**config.mk**
```make
export PLATFORM = sky130hd
export DESIGN_NAME = table_download_frame_receiver
export DESIGN_NICKNAME = d
export VERILOG_FILES = /design/src/design/tdfr_pkg.sv /design/src/design/table_download_frame_receiver.sv /design/src/design/tdfr_front.sv /design/src/design/tdfr_queue.sv /design/src/design/tdfr_back.sv
export SDC_FILE = /design/constraint.sdc
export NUM_CORES = 1
export LEC_CHECK = 0
export BUFFER_PORTS_ARGS = -buffer_cell sky130_fd_sc_hd__buf_2
export CAP_MARGIN = 40
export CORE_UTILIZATION = 66
export DETAILED_ROUTE_END_ITERATION = 10
export GPL_TIMING_DRIVEN = 0
export MAX_ROUTING_LAYER = met4
export PLACE_DENSITY = 0.89
export SETUP_SLACK_MARGIN = 0.1
export SYNTH_ARGS = -nofsm -noshare
export SYNTH_HDL_FRONTEND = slang
export SYNTH_SLANG_ARGS = --single-unit
```
**constraint.sdc**
```tcl
create_clock -name aclk -period 9.1 [get_ports aclk]
set_input_delay 0.91 -clock aclk [delete_from_list [all_inputs] [get_ports aclk]]
set_output_delay 0.91 -clock aclk [all_outputs]
set_load 0.03 [all_outputs]
```
**src/design/tdfr_pkg.sv**
```systemverilog
// ----------------------------------------------------------------------------
// tdfr_pkg
// Shared types and constants for the table download frame receiver.
// ----------------------------------------------------------------------------
package tdfr_pkg;

    localparam logic [15:0] HEADER_WORD = 16'h1328;
    localparam logic [15:0] REPLY_CODE  = 16'h0003;

    localparam int unsigned WORD_W = 16;
    localparam int unsigned ADDR_W = 7;
    localparam int unsigned LEN_W  = 7;
    localparam int unsigned CFG_W  = 7;
    localparam int unsigned CFG_IDX_W = 3;

    // configuration register indexes
    localparam logic [CFG_IDX_W-1:0] CFG_CAL_LEN   = 3'd0;
    localparam logic [CFG_IDX_W-1:0] CFG_WELL_LEN  = 3'd1;
    localparam logic [CFG_IDX_W-1:0] CFG_CAL_BASE  = 3'd2;
    localparam logic [CFG_IDX_W-1:0] CFG_WELL_BASE = 3'd3;
    localparam logic [CFG_IDX_W-1:0] CFG_MODE_OFS  = 3'd4;

    // command queue between front and back
    localparam int unsigned QUEUE_DEPTH = 4;
    localparam int unsigned QUEUE_AW    = 2;
    localparam int unsigned QUEUE_CW    = 3;

    // reply frame is three result transfers
    localparam logic [1:0] REPLY_LAST_BEAT = 2'd2;

    typedef enum logic [1:0] {
        KIND_ACCEPT = 2'd0,
        KIND_REPLY  = 2'd1,
        KIND_ERROR  = 2'd2
    } kind_t;

    typedef enum logic [1:0] {
        OP_ACK   = 2'd0,  // header seen, no write
        OP_WRITE = 2'd1,  // frame word stored
        OP_REPLY = 2'd2,  // good checksum: store plus three reply words
        OP_ERROR = 2'd3   // bad length or bad checksum
    } op_t;

    typedef struct packed {
        op_t               op;
        logic [WORD_W-1:0] word;
        logic [ADDR_W-1:0] addr;
        logic [WORD_W-1:0] mode;
        logic [WORD_W-1:0] table_id;
    } cmd_t;

endpackage

```
**src/design/table_download_frame_receiver.sv**
```systemverilog
// ----------------------------------------------------------------------------
// table_download_frame_receiver
// Receives length-prefixed table frames with an additive checksum, reports
// table memory writes, reply words and errors as a result stream.
// ----------------------------------------------------------------------------
// Throughput: one input word per cycle while the command queue is not full;
//   a good frame's checksum word gives three result transfers, one per cycle
//   through the single output register while the output is not stalled.
// Path: each word's command is written to the queue, then to the output register.
// A four-entry command queue lets input and output stall independently.
// Reset: synchronous, clears parser state and queue, reloads config defaults.
// ----------------------------------------------------------------------------
module table_download_frame_receiver #(
    parameter int unsigned TABLE_WORDS = 128
) (
    input  logic         aclk,
    input  logic         aresetn,
    // configuration write port
    input  logic         cfg_wr_en,
    input  logic [2:0]   cfg_index,
    input  logic [6:0]   cfg_data,
    // input words
    input  logic         s_tvalid,
    output logic         s_tready,
    input  logic [15:0]  s_tdata,   // [15:0] rx_word
    // results
    output logic         m_tvalid,
    input  logic         m_tready,
    output logic [71:0]  m_tdata,   // [15:0] out_word, [16] wr_en, [23:17] wr_addr,
                                    // [39:24] wr_data, [55:40] work_mode,
                                    // [71:56] table_id
    output logic         m_tlast,
    output logic [1:0]   m_tuser    // [1:0] out_kind
);

    logic            q_full, q_not_empty, q_push, q_pop;
    tdfr_pkg::cmd_t  q_push_cmd, q_head;

    tdfr_front #(
        .TABLE_WORDS (TABLE_WORDS)
    ) u_front (
        .aclk       (aclk),
        .aresetn    (aresetn),
        .cfg_wr_en  (cfg_wr_en),
        .cfg_index  (cfg_index),
        .cfg_data   (cfg_data),
        .word_valid (s_tvalid),
        .word_in    (s_tdata),
        .queue_full (q_full),
        .word_ready (s_tready),
        .push       (q_push),
        .push_cmd   (q_push_cmd)
    );

    tdfr_queue u_queue (
        .aclk      (aclk),
        .aresetn   (aresetn),
        .push      (q_push),
        .push_cmd  (q_push_cmd),
        .pop       (q_pop),
        .full      (q_full),
        .not_empty (q_not_empty),
        .head      (q_head)
    );

    tdfr_back u_back (
        .aclk      (aclk),
        .aresetn   (aresetn),
        .cmd_valid (q_not_empty),
        .cmd       (q_head),
        .cmd_pop   (q_pop),
        .m_tvalid  (m_tvalid),
        .m_tready  (m_tready),
        .m_tdata   (m_tdata),
        .m_tlast   (m_tlast),
        .m_tuser   (m_tuser)
    );

endmodule

```
**src/design/tdfr_front.sv**
```systemverilog
// ----------------------------------------------------------------------------
// tdfr_front
// Frame parser: holds configuration, tracks frame position, running sum and
// write pointer, and turns each frame word into one queue command.
// ----------------------------------------------------------------------------
module tdfr_front #(
    parameter int unsigned TABLE_WORDS = 128
) (
    input  logic                              aclk,
    input  logic                              aresetn,
    input  logic                              cfg_wr_en,
    input  logic [tdfr_pkg::CFG_IDX_W-1:0]    cfg_index,
    input  logic [tdfr_pkg::CFG_W-1:0]        cfg_data,
    input  logic                              word_valid,
    input  logic [tdfr_pkg::WORD_W-1:0]       word_in,
    input  logic                              queue_full,
    output logic                              word_ready,
    output logic                              push,
    output tdfr_pkg::cmd_t                    push_cmd
);

    localparam int unsigned AW    = $clog2(TABLE_WORDS);
    localparam int unsigned EXT_W = (AW > tdfr_pkg::ADDR_W) ? AW : tdfr_pkg::ADDR_W;

    logic [tdfr_pkg::LEN_W-1:0] cal_len_reg, well_len_reg;
    logic [tdfr_pkg::ADDR_W-1:0] cal_base_reg, well_base_reg;
    logic [5:0]                 mode_ofs_reg;

    logic                        receiving_reg, receiving_next;
    logic [tdfr_pkg::LEN_W-1:0]  count_reg, count_next;
    logic [tdfr_pkg::LEN_W-1:0]  frame_len_reg, frame_len_next;
    logic [AW-1:0]               ptr_reg, ptr_next;
    logic [15:0]                 sum_reg, sum_next;
    logic [15:0]                 cand_reg, cand_next;
    logic [15:0]                 table_reg, table_next;
    logic [15:0]                 mode_reg, mode_next;

    logic                        accept;
    logic                        cal_hit, well_hit;
    logic [tdfr_pkg::ADDR_W-1:0] base_sel;
    logic [AW-1:0]               base_ptr;
    logic [AW-1:0]               ptr_after_base, ptr_after_cur;
    logic [EXT_W-1:0]            ptr_ext;
    logic [15:0]                 expect_sum;

    function automatic logic [AW-1:0] inc_ptr(input logic [AW-1:0] a);
        logic [31:0] s;
        s = 32'(a) + 32'd1;
        return (s == TABLE_WORDS) ? '0 : AW'(s);
    endfunction

    function automatic logic [tdfr_pkg::ADDR_W-1:0] port_addr(input logic [AW-1:0] a);
        logic [EXT_W-1:0] e;
        e = EXT_W'(a);
        return e[tdfr_pkg::ADDR_W-1:0];
    endfunction

    assign word_ready = !queue_full;
    assign accept     = word_valid && word_ready;

    // base is below 128, so one conditional subtract reduces it
    assign base_sel = cal_hit ? cal_base_reg : well_base_reg;
    assign base_ptr = (32'(base_sel) >= TABLE_WORDS)
                    ? AW'(32'(base_sel) - TABLE_WORDS) : AW'(32'(base_sel));
    assign ptr_after_base = inc_ptr(base_ptr);
    assign ptr_after_cur  = inc_ptr(ptr_reg);
    assign ptr_ext        = EXT_W'(ptr_reg);

    assign cal_hit  = (word_in >= 16'd3) && (word_in == 16'(cal_len_reg));
    assign well_hit = (word_in >= 16'd3) && (word_in == 16'(well_len_reg));
    assign expect_sum = sum_reg + tdfr_pkg::HEADER_WORD;

    always_comb begin
        receiving_next = receiving_reg;
        count_next     = count_reg;
        frame_len_next = frame_len_reg;
        ptr_next       = ptr_reg;
        sum_next       = sum_reg;
        cand_next      = cand_reg;
        table_next     = table_reg;
        mode_next      = mode_reg;
        push               = 1'b0;
        push_cmd.op        = tdfr_pkg::OP_ACK;
        push_cmd.word      = word_in;
        push_cmd.addr      = ptr_ext[tdfr_pkg::ADDR_W-1:0];
        push_cmd.mode      = mode_reg;
        push_cmd.table_id  = table_reg;

        if (accept) begin
            if (!receiving_reg) begin
                if (word_in == tdfr_pkg::HEADER_WORD) begin
                    receiving_next = 1'b1;
                    count_next     = 7'd1;
                    push           = 1'b1;
                    push_cmd.op    = tdfr_pkg::OP_ACK;
                end
            end else if (count_reg == 7'd1) begin
                push = 1'b1;
                if (cal_hit || well_hit) begin
                    frame_len_next = word_in[tdfr_pkg::LEN_W-1:0];
                    ptr_next       = ptr_after_base;
                    sum_next       = word_in;
                    cand_next      = mode_reg;
                    count_next     = 7'd2;
                    push_cmd.op    = tdfr_pkg::OP_WRITE;
                    push_cmd.addr  = port_addr(base_ptr);
                end else begin
                    receiving_next = 1'b0;
                    count_next     = '0;
                    push_cmd.op    = tdfr_pkg::OP_ERROR;
                end
            end else if (count_reg == frame_len_reg) begin
                receiving_next = 1'b0;
                count_next     = '0;
                push           = 1'b1;
                if (expect_sum == word_in) begin
                    mode_next     = cand_reg;
                    push_cmd.op   = tdfr_pkg::OP_REPLY;
                    push_cmd.mode = cand_reg;
                end else begin
                    push_cmd.op   = tdfr_pkg::OP_ERROR;
                end
            end else begin
                if (count_reg == 7'd2) begin
                    table_next = word_in;
                end else if (count_reg - 7'd1 == {1'b0, mode_ofs_reg}) begin
                    cand_next = word_in;
                end
                sum_next          = sum_reg + word_in;
                ptr_next          = ptr_after_cur;
                count_next        = count_reg + 7'd1;
                push              = 1'b1;
                push_cmd.op       = tdfr_pkg::OP_WRITE;
                push_cmd.table_id = table_next;
            end
        end
    end

    always_ff @(posedge aclk) begin
        if (!aresetn) begin
            cal_len_reg   <= 7'd21;
            well_len_reg  <= 7'd59;
            cal_base_reg  <= 7'd2;
            well_base_reg <= 7'd23;
            mode_ofs_reg  <= 6'd5;
            receiving_reg <= 1'b0;
            count_reg     <= '0;
            frame_len_reg <= '0;
            ptr_reg       <= '0;
            sum_reg       <= '0;
            cand_reg      <= '0;
            table_reg     <= '0;
            mode_reg      <= '0;
        end else begin
            if (cfg_wr_en) begin
                case (cfg_index)
                    tdfr_pkg::CFG_CAL_LEN:   cal_len_reg   <= cfg_data;
                    tdfr_pkg::CFG_WELL_LEN:  well_len_reg  <= cfg_data;
                    tdfr_pkg::CFG_CAL_BASE:  cal_base_reg  <= cfg_data;
                    tdfr_pkg::CFG_WELL_BASE: well_base_reg <= cfg_data;
                    tdfr_pkg::CFG_MODE_OFS:  mode_ofs_reg  <= cfg_data[5:0];
                    default: ;
                endcase
            end
            receiving_reg <= receiving_next;
            count_reg     <= count_next;
            frame_len_reg <= frame_len_next;
            ptr_reg       <= ptr_next;
            sum_reg       <= sum_next;
            cand_reg      <= cand_next;
            table_reg     <= table_next;
            mode_reg      <= mode_next;
        end
    end

endmodule

```
**src/design/tdfr_queue.sv**
```systemverilog
// ----------------------------------------------------------------------------
// tdfr_queue
// Small command FIFO between parser and result sequencer.
// ----------------------------------------------------------------------------
module tdfr_queue (
    input  logic            aclk,
    input  logic            aresetn,
    input  logic            push,
    input  tdfr_pkg::cmd_t  push_cmd,
    input  logic            pop,
    output logic            full,
    output logic            not_empty,
    output tdfr_pkg::cmd_t  head
);

    tdfr_pkg::cmd_t                  entry_reg [tdfr_pkg::QUEUE_DEPTH];
    logic [tdfr_pkg::QUEUE_AW-1:0]   wr_ptr_reg, rd_ptr_reg;
    logic [tdfr_pkg::QUEUE_CW-1:0]   count_reg;
    logic                            do_push, do_pop;

    assign full      = (count_reg == tdfr_pkg::QUEUE_CW'(tdfr_pkg::QUEUE_DEPTH));
    assign not_empty = (count_reg != '0);
    assign head      = entry_reg[rd_ptr_reg];
    assign do_push   = push && !full;
    assign do_pop    = pop && not_empty;

    always_ff @(posedge aclk) begin
        if (do_push) begin
            entry_reg[wr_ptr_reg] <= push_cmd;
        end
    end

    always_ff @(posedge aclk) begin
        if (!aresetn) begin
            wr_ptr_reg <= '0;
            rd_ptr_reg <= '0;
            count_reg  <= '0;
        end else begin
            if (do_push) begin
                wr_ptr_reg <= wr_ptr_reg + 1'b1;
            end
            if (do_pop) begin
                rd_ptr_reg <= rd_ptr_reg + 1'b1;
            end
            case ({do_push, do_pop})
                2'b10:   count_reg <= count_reg + 1'b1;
                2'b01:   count_reg <= count_reg - 1'b1;
                default: ;
            endcase
        end
    end

endmodule

```
**src/design/tdfr_back.sv**
```systemverilog
// ----------------------------------------------------------------------------
// tdfr_back
// Result sequencer: expands queued commands into result transfers and holds
// them in the output register until taken.
// ----------------------------------------------------------------------------
module tdfr_back (
    input  logic            aclk,
    input  logic            aresetn,
    input  logic            cmd_valid,
    input  tdfr_pkg::cmd_t  cmd,
    output logic            cmd_pop,
    output logic            m_tvalid,
    input  logic            m_tready,
    output logic [71:0]     m_tdata,
    output logic            m_tlast,
    output logic [1:0]      m_tuser
);

    logic         valid_reg;
    logic [1:0]   beat_reg, beat_next;
    logic [15:0]  word_reg, word_next;
    logic         wr_en_reg, wr_en_next;
    logic [6:0]   addr_reg, addr_next;
    logic [15:0]  data_reg, data_next;
    logic [15:0]  mode_reg;
    logic [15:0]  table_reg;
    logic         last_reg, last_next;
    tdfr_pkg::kind_t kind_reg, kind_next;
    logic         load;

    assign load = cmd_valid && (!valid_reg || m_tready);

    always_comb begin
        beat_next  = beat_reg;
        word_next  = '0;
        wr_en_next = 1'b0;
        addr_next  = '0;
        data_next  = '0;
        last_next  = 1'b1;
        kind_next  = tdfr_pkg::KIND_ACCEPT;
        cmd_pop    = 1'b0;
        case (cmd.op)
            tdfr_pkg::OP_ACK: begin
                cmd_pop = load;
            end
            tdfr_pkg::OP_WRITE: begin
                wr_en_next = 1'b1;
                addr_next  = cmd.addr;
                data_next  = cmd.word;
                cmd_pop    = load;
            end
            tdfr_pkg::OP_ERROR: begin
                kind_next = tdfr_pkg::KIND_ERROR;
                word_next = cmd.word;
                cmd_pop   = load;
            end
            tdfr_pkg::OP_REPLY: begin
                kind_next = tdfr_pkg::KIND_REPLY;
                case (beat_reg)
                    2'd0: begin
                        // checksum word is stored with the first reply word
                        word_next  = tdfr_pkg::REPLY_CODE;
                        wr_en_next = 1'b1;
                        addr_next  = cmd.addr;
                        data_next  = cmd.word;
                        last_next  = 1'b0;
                    end
                    2'd1: begin
                        word_next = cmd.word;
                        last_next = 1'b0;
                    end
                    default: begin
                        word_next = tdfr_pkg::REPLY_CODE + cmd.word;
                    end
                endcase
                cmd_pop = load && (beat_reg == tdfr_pkg::REPLY_LAST_BEAT);
                if (load) begin
                    beat_next = (beat_reg == tdfr_pkg::REPLY_LAST_BEAT)
                              ? 2'd0 : beat_reg + 2'd1;
                end
            end
            default: ;
        endcase
    end

    always_ff @(posedge aclk) begin
        if (!aresetn) begin
            valid_reg <= 1'b0;
            beat_reg  <= '0;
        end else begin
            beat_reg <= beat_next;
            if (load) begin
                valid_reg <= 1'b1;
            end else if (m_tready) begin
                valid_reg <= 1'b0;
            end
        end
    end

    always_ff @(posedge aclk) begin
        if (load) begin
            word_reg  <= word_next;
            wr_en_reg <= wr_en_next;
            addr_reg  <= addr_next;
            data_reg  <= data_next;
            mode_reg  <= cmd.mode;
            table_reg <= cmd.table_id;
            last_reg  <= last_next;
            kind_reg  <= kind_next;
        end
    end

    assign m_tvalid = valid_reg;
    assign m_tdata  = {table_reg, mode_reg, data_reg, addr_reg, wr_en_reg, word_reg};
    assign m_tlast  = last_reg;
    assign m_tuser  = kind_reg;

endmodule
```
==> summary.md, run 1 <==
| Metric | Value |
|---|---|
| Status | `completed` |
| Setup TNS | `0 ps` |
| Root buf cell | `clkbuf_16` |
| Post-Synthesis Cells | `1431` |
| Ys flop type | `edfxtp_1` |
| Yosys reg bits | `435` |
| Net Sw Frac | `27.3%` |
| Final setup vio count | `0` |
| Height of the die | `170 um` |
| Layout cells sized above 1 | `18.9%` |
| Gr usage total | `34.9%` |
| Routed WL per cell | `24.0 um` |
| Die X | `170 um` |
| Final ANT Viol Nets | `0` |
| Drt total wl | `48100 um` |
| Final worst path period share | `54.8%` |
| Area grow syn2layout | `14.2%` |
| Routed via count | `13200` |
| Top Ports | `108` |
| Port Buffers | `107` |
| P_int | `3550 uW` |
| Relative slew margins | `38.3%` |
| GPL Wtd Cong | `0.928` |
| Setup bufs post-CTS | `0` |
| Worst hold slack | `469 ps` |
| Clock transition at the registers of the reported paths | `60 ps` |
| Final hold violations | `0` |
| CTS Buffer Depth | `3` |
| CTS tree | `yes` |
| Max FO, Critical Path | `10` |
| Max reg flops | `228` |
| Pleak | `0.00739 uW` |
| Skew-Pair Late Insertion Delay | `550 ps` |
| Clk pwr share | `36.3%` |
| Peak VDD IR | `0.000196 V` |
| Post-synth ARST share | `0%` |
| Max-Cap Viols | `0` |
| Post-synth EDFFs | `303` |
| Hold_buf cts | `0` |
| Highest clock rate | `0.200 GHz` |
| # clock sinks | `435` |
| CP endpoint kind | `register` |
| Hold Path Class | `reg2reg` |
| Commonest non-fill, non-tap cell in the layout | `edfxtp_1` |
| DRC viols | `0` |
| Crit path DAT | `5450 ps` |
| Logic gate share of total power | `16.1%` |
| Number of DRC markers in iteration 0 | `1880` |
| First-pass GRT wire length | `72900 um` |
| Final std cells w/o fill | `2005` |
| Total power draw | `4880 uW` |
| Mean Syn Cell Area | `13.1 um^2` |
| Vias in the first global route | `13200` |
| YS warnings | `0` |
| Psw | `1330 uW` |
| Cell count after placement | `1927` |
| Remaining Overflow, GRT | `0` |
| Initial antenna violation count | `1` |
| Drt via density | `6.60` |
| CP required | `9560 ps` |
| Initial Util | `67.2%` |
| Pins Over Slew Limit | `0` |
| PwrDens | `229 nW/um^2` |
| # rows | `61` |
| Final min period | `4990 ps` |
| Core footprint | `27800 um^2` |
| Mapped Area | `18700 um^2` |
| Detailed Place HPWL | `30300 um` |
| Nets | `1659` |
| Skew final | `19.5 ps` |
| RSZ-0062 raised after global routing | `false` |
| Most frequent cells in the layout | `303 x edfxtp_1, 171 x nand2_1, 132 x dfxtp_1` |
| Num CTS Buffers | `42` |
| Synthesized Nets | `1497` |
| Actual slew at the worst max-slew pin | `926 ps` |
| Count of cells resized by post-cts repair | `0` |
| Post-synthesis sequential area ratio | `62.8%` |
| Classification of the worst setup path | `reg2reg` |
| Die ar. | `29000 um^2` |
| DRT Pass-1 Iters | `6` |
| Synth cell types | `75` |
| Largest net degree at the start of global routing | `29` |
| CP Launch Type | `register` |
| Fillcell total | `1613` |
| Sequential power share | `47.6%` |
| H-tree lvl count | `2` |
power by group through the flow:
| stage | clock (uW) | combinational (uW) | sequential, uW |
|---|---|---|---|
| after floorplan | 0 | 299 | 2610 |
| after global placement | 0 | 710 | 2400 |
| after detailed placement | 0 | 772 | 2360 |
| after CTS | 1770 | 783 | 2320 |
| after global routing | 1850 | 823 | 2330 |
| final | 1770 | 783 | 2320 |
cell families (layout without fill, tap and decap cells):
group	after synthesis	count (layout)	synth area share [%]
flops	435	435	62.8
buf+inv	101	296	2.31
simple gates	464	464	12.0
xor+xnor	64	64	3.00
other cells	0	1	0
fa+ha+maj	35	35	2.42
mux	98	98	9.13
compound gates	234	234	8.28
per-layer routing:
metal	share of wire, %	track usage (%)	vias to the layer above	wire length (um)
met5	0	-	-	0
met2	48	56.7	958	23100
li1	-	-	5674	-
met1	35	41.7	6341	16900
met4	6.4	19.0	0	3090
met3	11	6.00	255	5100
final cells by class:
type	instances	area, um^2	area share [%]
multi-input cells	895	6550	30.7
clock inverters	21	241	1.13
clock buffers	56	1150	5.38
well taps	378	473	2.22
plain buffers	81	357	1.67
repair buffers	118	747	3.50
flip-flops and latches	435	11700	55.0
diodes	1	2.50	0.0117
inverters	20	75.1	0.352
synthesized netlist by cell type, drive strengths merged, types with 5 or more instances:
cell type / count / area [um^2]
a211o: 6 / 52.6
a211oi: 7 / 65.1
a21oi: 76 / 380
a22o: 13 / 114
a311oi: 23 / 201
a31oi: 7 / 43.8
and2: 41 / 257
and3: 11 / 68.8
buf: 30 / 165
clkbuf: 51 / 191
dfxtp: 132 / 2640
edfxtp: 303 / 9100
ha: 33 / 413
inv: 20 / 75.1
mux2: 20 / 225
mux2i: 22 / 220
mux4: 56 / 1260
nand2: 172 / 648
nand2b: 5 / 31.3
nand3: 66 / 330
nand3b: 6 / 45.0
nand4: 15 / 93.8
nor2: 86 / 325
nor2b: 13 / 81.3
nor3: 12 / 60.1
nor4: 9 / 71.3
o211ai: 9 / 72.6
o21ai: 56 / 318
or3: 10 / 62.6
xnor2: 37 / 324
xor2: 27 / 236
critical path, cell delays in order, from the launching register on:
cell	delay, ps
dfxtp_1	400
buf_2	320
buf_1	660
clkbuf_1	580
mux4_2	470
ha_1	220
clkbuf_1	230
a21boi_0	610
ha_1	300
inv_1	80
fa_1	440
xor2_1	160
or3_1	300
a21oi_1	130
final timing paths:
path                           start  depth (start not counted)                      end  slack [ps]
max                         register                         13     u_queue.count_reg[2]        4110
min          u_front.mode_ofs_reg[4]                          2  u_front.mode_ofs_reg[4]         470
max reg2reg                 register                         13     u_queue.count_reg[2]        4110
min reg2reg  u_front.mode_ofs_reg[4]                          2  u_front.mode_ofs_reg[4]         470
metrics by stage:
stage / util [%] / cell area, um^2 / setup WS (ps)
detailed placement: 71.8 / 19900 / 4260
CTS: 76.8 / 21300 / 4200
global placement: 70.9 / 19700 / 829
finish: 76.8 / 21300 / 4110
global route: 76.8 / 21300 / 3930
floorplan: - / 18700 / 2570
Note: power is estimated with default switching activity, not from simulation.
==> run 2: changes to the inputs <==
--- a/config.mk
+++ b/config.mk
@@ -5,13 +5,14 @@
 export SDC_FILE = /design/constraint.sdc
 export NUM_CORES = 1
 export LEC_CHECK = 0
+export ABC_AREA = 1
 export BUFFER_PORTS_ARGS = -buffer_cell sky130_fd_sc_hd__buf_2
 export CAP_MARGIN = 40
-export CORE_UTILIZATION = 66
+export CORE_UTILIZATION = 55
 export DETAILED_ROUTE_END_ITERATION = 10
 export GPL_TIMING_DRIVEN = 0
 export MAX_ROUTING_LAYER = met4
-export PLACE_DENSITY = 0.89
+export PLACE_DENSITY = 0.8
 export SETUP_SLACK_MARGIN = 0.1
 export SYNTH_ARGS = -nofsm -noshare
 export SYNTH_HDL_FRONTEND = slang
==> constraint.sdc (replaced) <==
create_clock -name aclk -period 4.19 [get_ports aclk]
set_input_delay 0.419 -clock aclk [delete_from_list [all_inputs] [get_ports aclk]]
set_output_delay 0.419 -clock aclk [all_outputs]
set_load 0.03 [all_outputs]
==> run 2 against run 1 <==
Clock skew down 0.69 ps; critical path type unchanged; via count up 17%; sequential share of layout area down 2.8 points; highest routed layer unchanged; non-clock buffer count up 9; critical path depth up 5; clock-buffer cell count down 2.
==> summary.md, run 2 <==
| Metric | Value |
|---|---|
| Status | `completed` |
| Actual slew at the worst max-slew pin | `881 ps (-45.1 ps)` |
| Nets | `2274 (+37%)` |
| Synth cell types | `55 (-27%)` |
| Routed WL per cell | `18.7 um (-22%)` |
| GPL Wtd Cong | `0.949 (+2.3%)` |
| Commonest non-fill, non-tap cell in the layout | `nand2_1` |
| Hold_buf cts | `0 (unchanged)` |
| DRC viols | `0 (unchanged)` |
| Post-synth ARST share | `0% (unchanged)` |
| Post-synth EDFFs | `303 (unchanged)` |
| Detailed Place HPWL | `34000 um (+12%)` |
| Drt via density | `5.74 (-13%)` |
| Vias in the first global route | `14800 (+13%)` |
| Synth top area cells | `edfxtp_1 47%, dfxtp_1 14%, nand2_1 7.7%, nor2_1 5.2%, o21ai_0 4.7%` |
| First-pass GRT wire length | `77800 um (+6.8%)` |
| Root buf cell | `clkbuf_16` |
| Classification of the worst setup path | `reg2reg` |
| RSZ-0062 raised after global routing | `false` |
| Layout cells sized above 1 | `12.7% (-6.2 points)` |
| Setup TNS | `0 ps (unchanged)` |
| Initial antenna violation count | `1 (unchanged)` |
| Max FO, Critical Path | `19 (+9)` |
| Clock transition at the registers of the reported paths | `60 ps (about the same)` |
| N_diodes | `0 (-1)` |
| Ys flop type | `edfxtp_1` |
| Synthesized Nets | `2114 (+41%)` |
| Area leader, netlist | `edfxtp_1` |
| Skew-Pair Late Insertion Delay | `560 ps (about the same)` |
| Num CTS Buffers | `43 (+2.4%)` |
| YS warnings | `0 (unchanged)` |
| Synth top area share | `46.6% (-2.1 points)` |
| Setup bufs post-CTS | `0 (unchanged)` |
| Post-synthesis sequential area ratio | `60.1% (-2.7 points)` |
| Max reg flops | `228 (unchanged)` |
| Top cells by count, synth | `402 x nand2_1, 303 x edfxtp_1, 268 x nor2_1, 185 x o21ai_0, 172 x inv_1` |
| Gr usage total | `28.8% (-6.1 points)` |
| Drt total wl | `50400 um (+4.8%)` |
| Skew final | `18.8 ps (-0.693 ps)` |
| CP endpoint kind | `register` |
| DR top layer | `met4` |
| Relative slew margins | `40.7% (+2.4 points)` |
| Final worst path period share | `90.4% (+36 points)` |
| Die X | `190 um (+12%)` |
| Initial Util | `56.2% (-11 points)` |
| Fillcell total | `2652 (+64%)` |
| Final min period | `3790 ps (-1200 ps)` |
| H-tree lvl count | `2 (unchanged)` |
| Highest clock rate | `0.264 GHz (+32%)` |
| Final setup vio count | `0 (unchanged)` |
| Count leader, synth | `nand2_1` |
| Core footprint | `34700 um^2 (+25%)` |
| Post-Synthesis Cells | `2048 (+43%)` |
| Met3 wire len | `4440 um (-13%)` |
| DRT met1 WL | `20000 um (+19%)` |
| Top Ports | `108 (unchanged)` |
| Final ANT Viol Nets | `0 (unchanged)` |
| Routed via count | `15500 (+17%)` |
| # clock sinks | `435 (unchanged)` |
| CTS tree | `yes` |
| Peak VDD IR | `0.000498 V (+150%)` |
| Metal2 WL | `24100 um (+4.3%)` |
| Crit path DAT | `4230 ps (-1220 ps)` |
| Pins Over Slew Limit | `0 (unchanged)` |
| Die ar. | `36200 um^2 (+25%)` |
| Area grow syn2layout | `15.2%` |
| Yosys reg bits | `435 (unchanged)` |
| Port Buffers | `107 (unchanged)` |
| Mean Syn Cell Area | `9.53 um^2 (-27%)` |
| Most frequent cells in the layout | `402 x nand2_1, 303 x edfxtp_1, 264 x nor2_1` |
| Max-Cap Viols | `0 (unchanged)` |
| CP Launch Type | `register` |
| CP required | `4630 ps (-4930 ps)` |
| PwrDens | `573 nW/um^2 (+150%)` |
| Pleak | `0.00905 uW (+22%)` |
| Hold Path Class | `in2reg` |
| CTS Buffer Depth | `3 (unchanged)` |
| Mapped Area | `19500 um^2 (+4.5%)` |
| Largest net degree at the start of global routing | `76 (+160%)` |
| DRT Pass-1 Iters | `7 (+1)` |
| Height of the die | `190 um (+12%)` |
| # rows | `68 (+11%)` |
| Number of DRC markers in iteration 0 | `1523 (-19%)` |
| Final hold violations | `0 (unchanged)` |
| Remaining Overflow, GRT | `0 (unchanged)` |
| Worst hold slack | `135 ps (-334 ps)` |
==> run 2: per-layer routing <==
layer	GRT usage, %	up-vias
met2	46.5	749
met1	36.4	7341
li1	-	7273
met4	12.9	0
met3	3.66	124
met5	-	-
==> run 2: area by class of cell <==
class | instances | area (um^2) | area share [%]
plain buffers | 90 | 440 | 1.96
well taps | 455 | 569 | 2.53
clock inverters | 26 | 343 | 1.52
clock buffers | 54 | 1220 | 5.44
repair buffers | 118 | 747 | 3.32
flip-flops and latches | 435 | 11700 | 52.2
inverters | 187 | 704 | 3.13
multi-input cells | 1333 | 6710 | 29.9
==> run 2: power by group <==
part | leakage, uW | switching, uW | internal, uW
logic | 0.00439 | 2510 | 833
clock network | 0.000765 | 1660 | 2530
registers | 0.00390 | 107 | 5230
==> run 2: path summary, 6_finish.rpt <==
| path | depth (start not counted) | from | slack (ps) | end |
|---|---|---|---|---|
| worst max-delay path | 18 | register | 400 | u_queue.count_reg[2] |
| worst min-delay path | 1 | s_tdata[7] | 130 | u_queue.entry_reg[2][46] |
| worst max register to register | 18 | register | 400 | u_queue.count_reg[2] |
| worst min register to register | 2 | u_front.cal_base_reg[5] | 450 | u_front.cal_base_reg[5] |
==> run 2: cell families (layout without fill, tap and decap cells) <==
group / Yosys count / count (layout) / synth area share (%)
buffers and inverters: 280 / 475 / 5.77
xor gates and xnor gates: 53 / 53 / 2.38
adders and majority gates: 35 / 35 / 2.32
DFF: 435 / 435 / 60.1
AOI/OAI and AO/OA: 381 / 381 / 10.7
and+or+nand+nor: 864 / 864 / 18.6
==> run 2: timing repair <==
item / 4_1_cts / 5_1_grt
setup endpoints to repair: 27 / 11
pin swaps: 0 / 0
gates resized for setup: 7 / 14
==> run 2: critical path, cell delays in order (launching register included) <==
cell	delay (ps)
dfxtp_1	290
clkbuf_2	150
inv_2	120
buf_2	250
buf_6	240
clkbuf_4	260
nand2_1	120
a32oi_4	280
inv_1	110
ha_1	240
clkbuf_2	230
a21oi_4	240
ha_1	180
inv_1	70
fa_1	430
a21oi_1	140
o21ai_0	110
o21ai_0	160
a21oi_1	50
==> run 2: per-stage QoR <==
step / std cells / setup WS [ps] / power, uW / instance area [um^2] / util (%)
floorplan: 2048 / -248 / 7660 / 19500 / -
global placement: 2610 / -2610 / 8580 / 20600 / 59.4
detailed placement: 2620 / -671 / 8690 / 20900 / 60.1
CTS: 2697 / 162 / 12800 / 22400 / 64.6
global route: 2698 / 103 / 13300 / 22500 / 64.8
finish: 2698 / 403 / 12900 / 22500 / 64.8
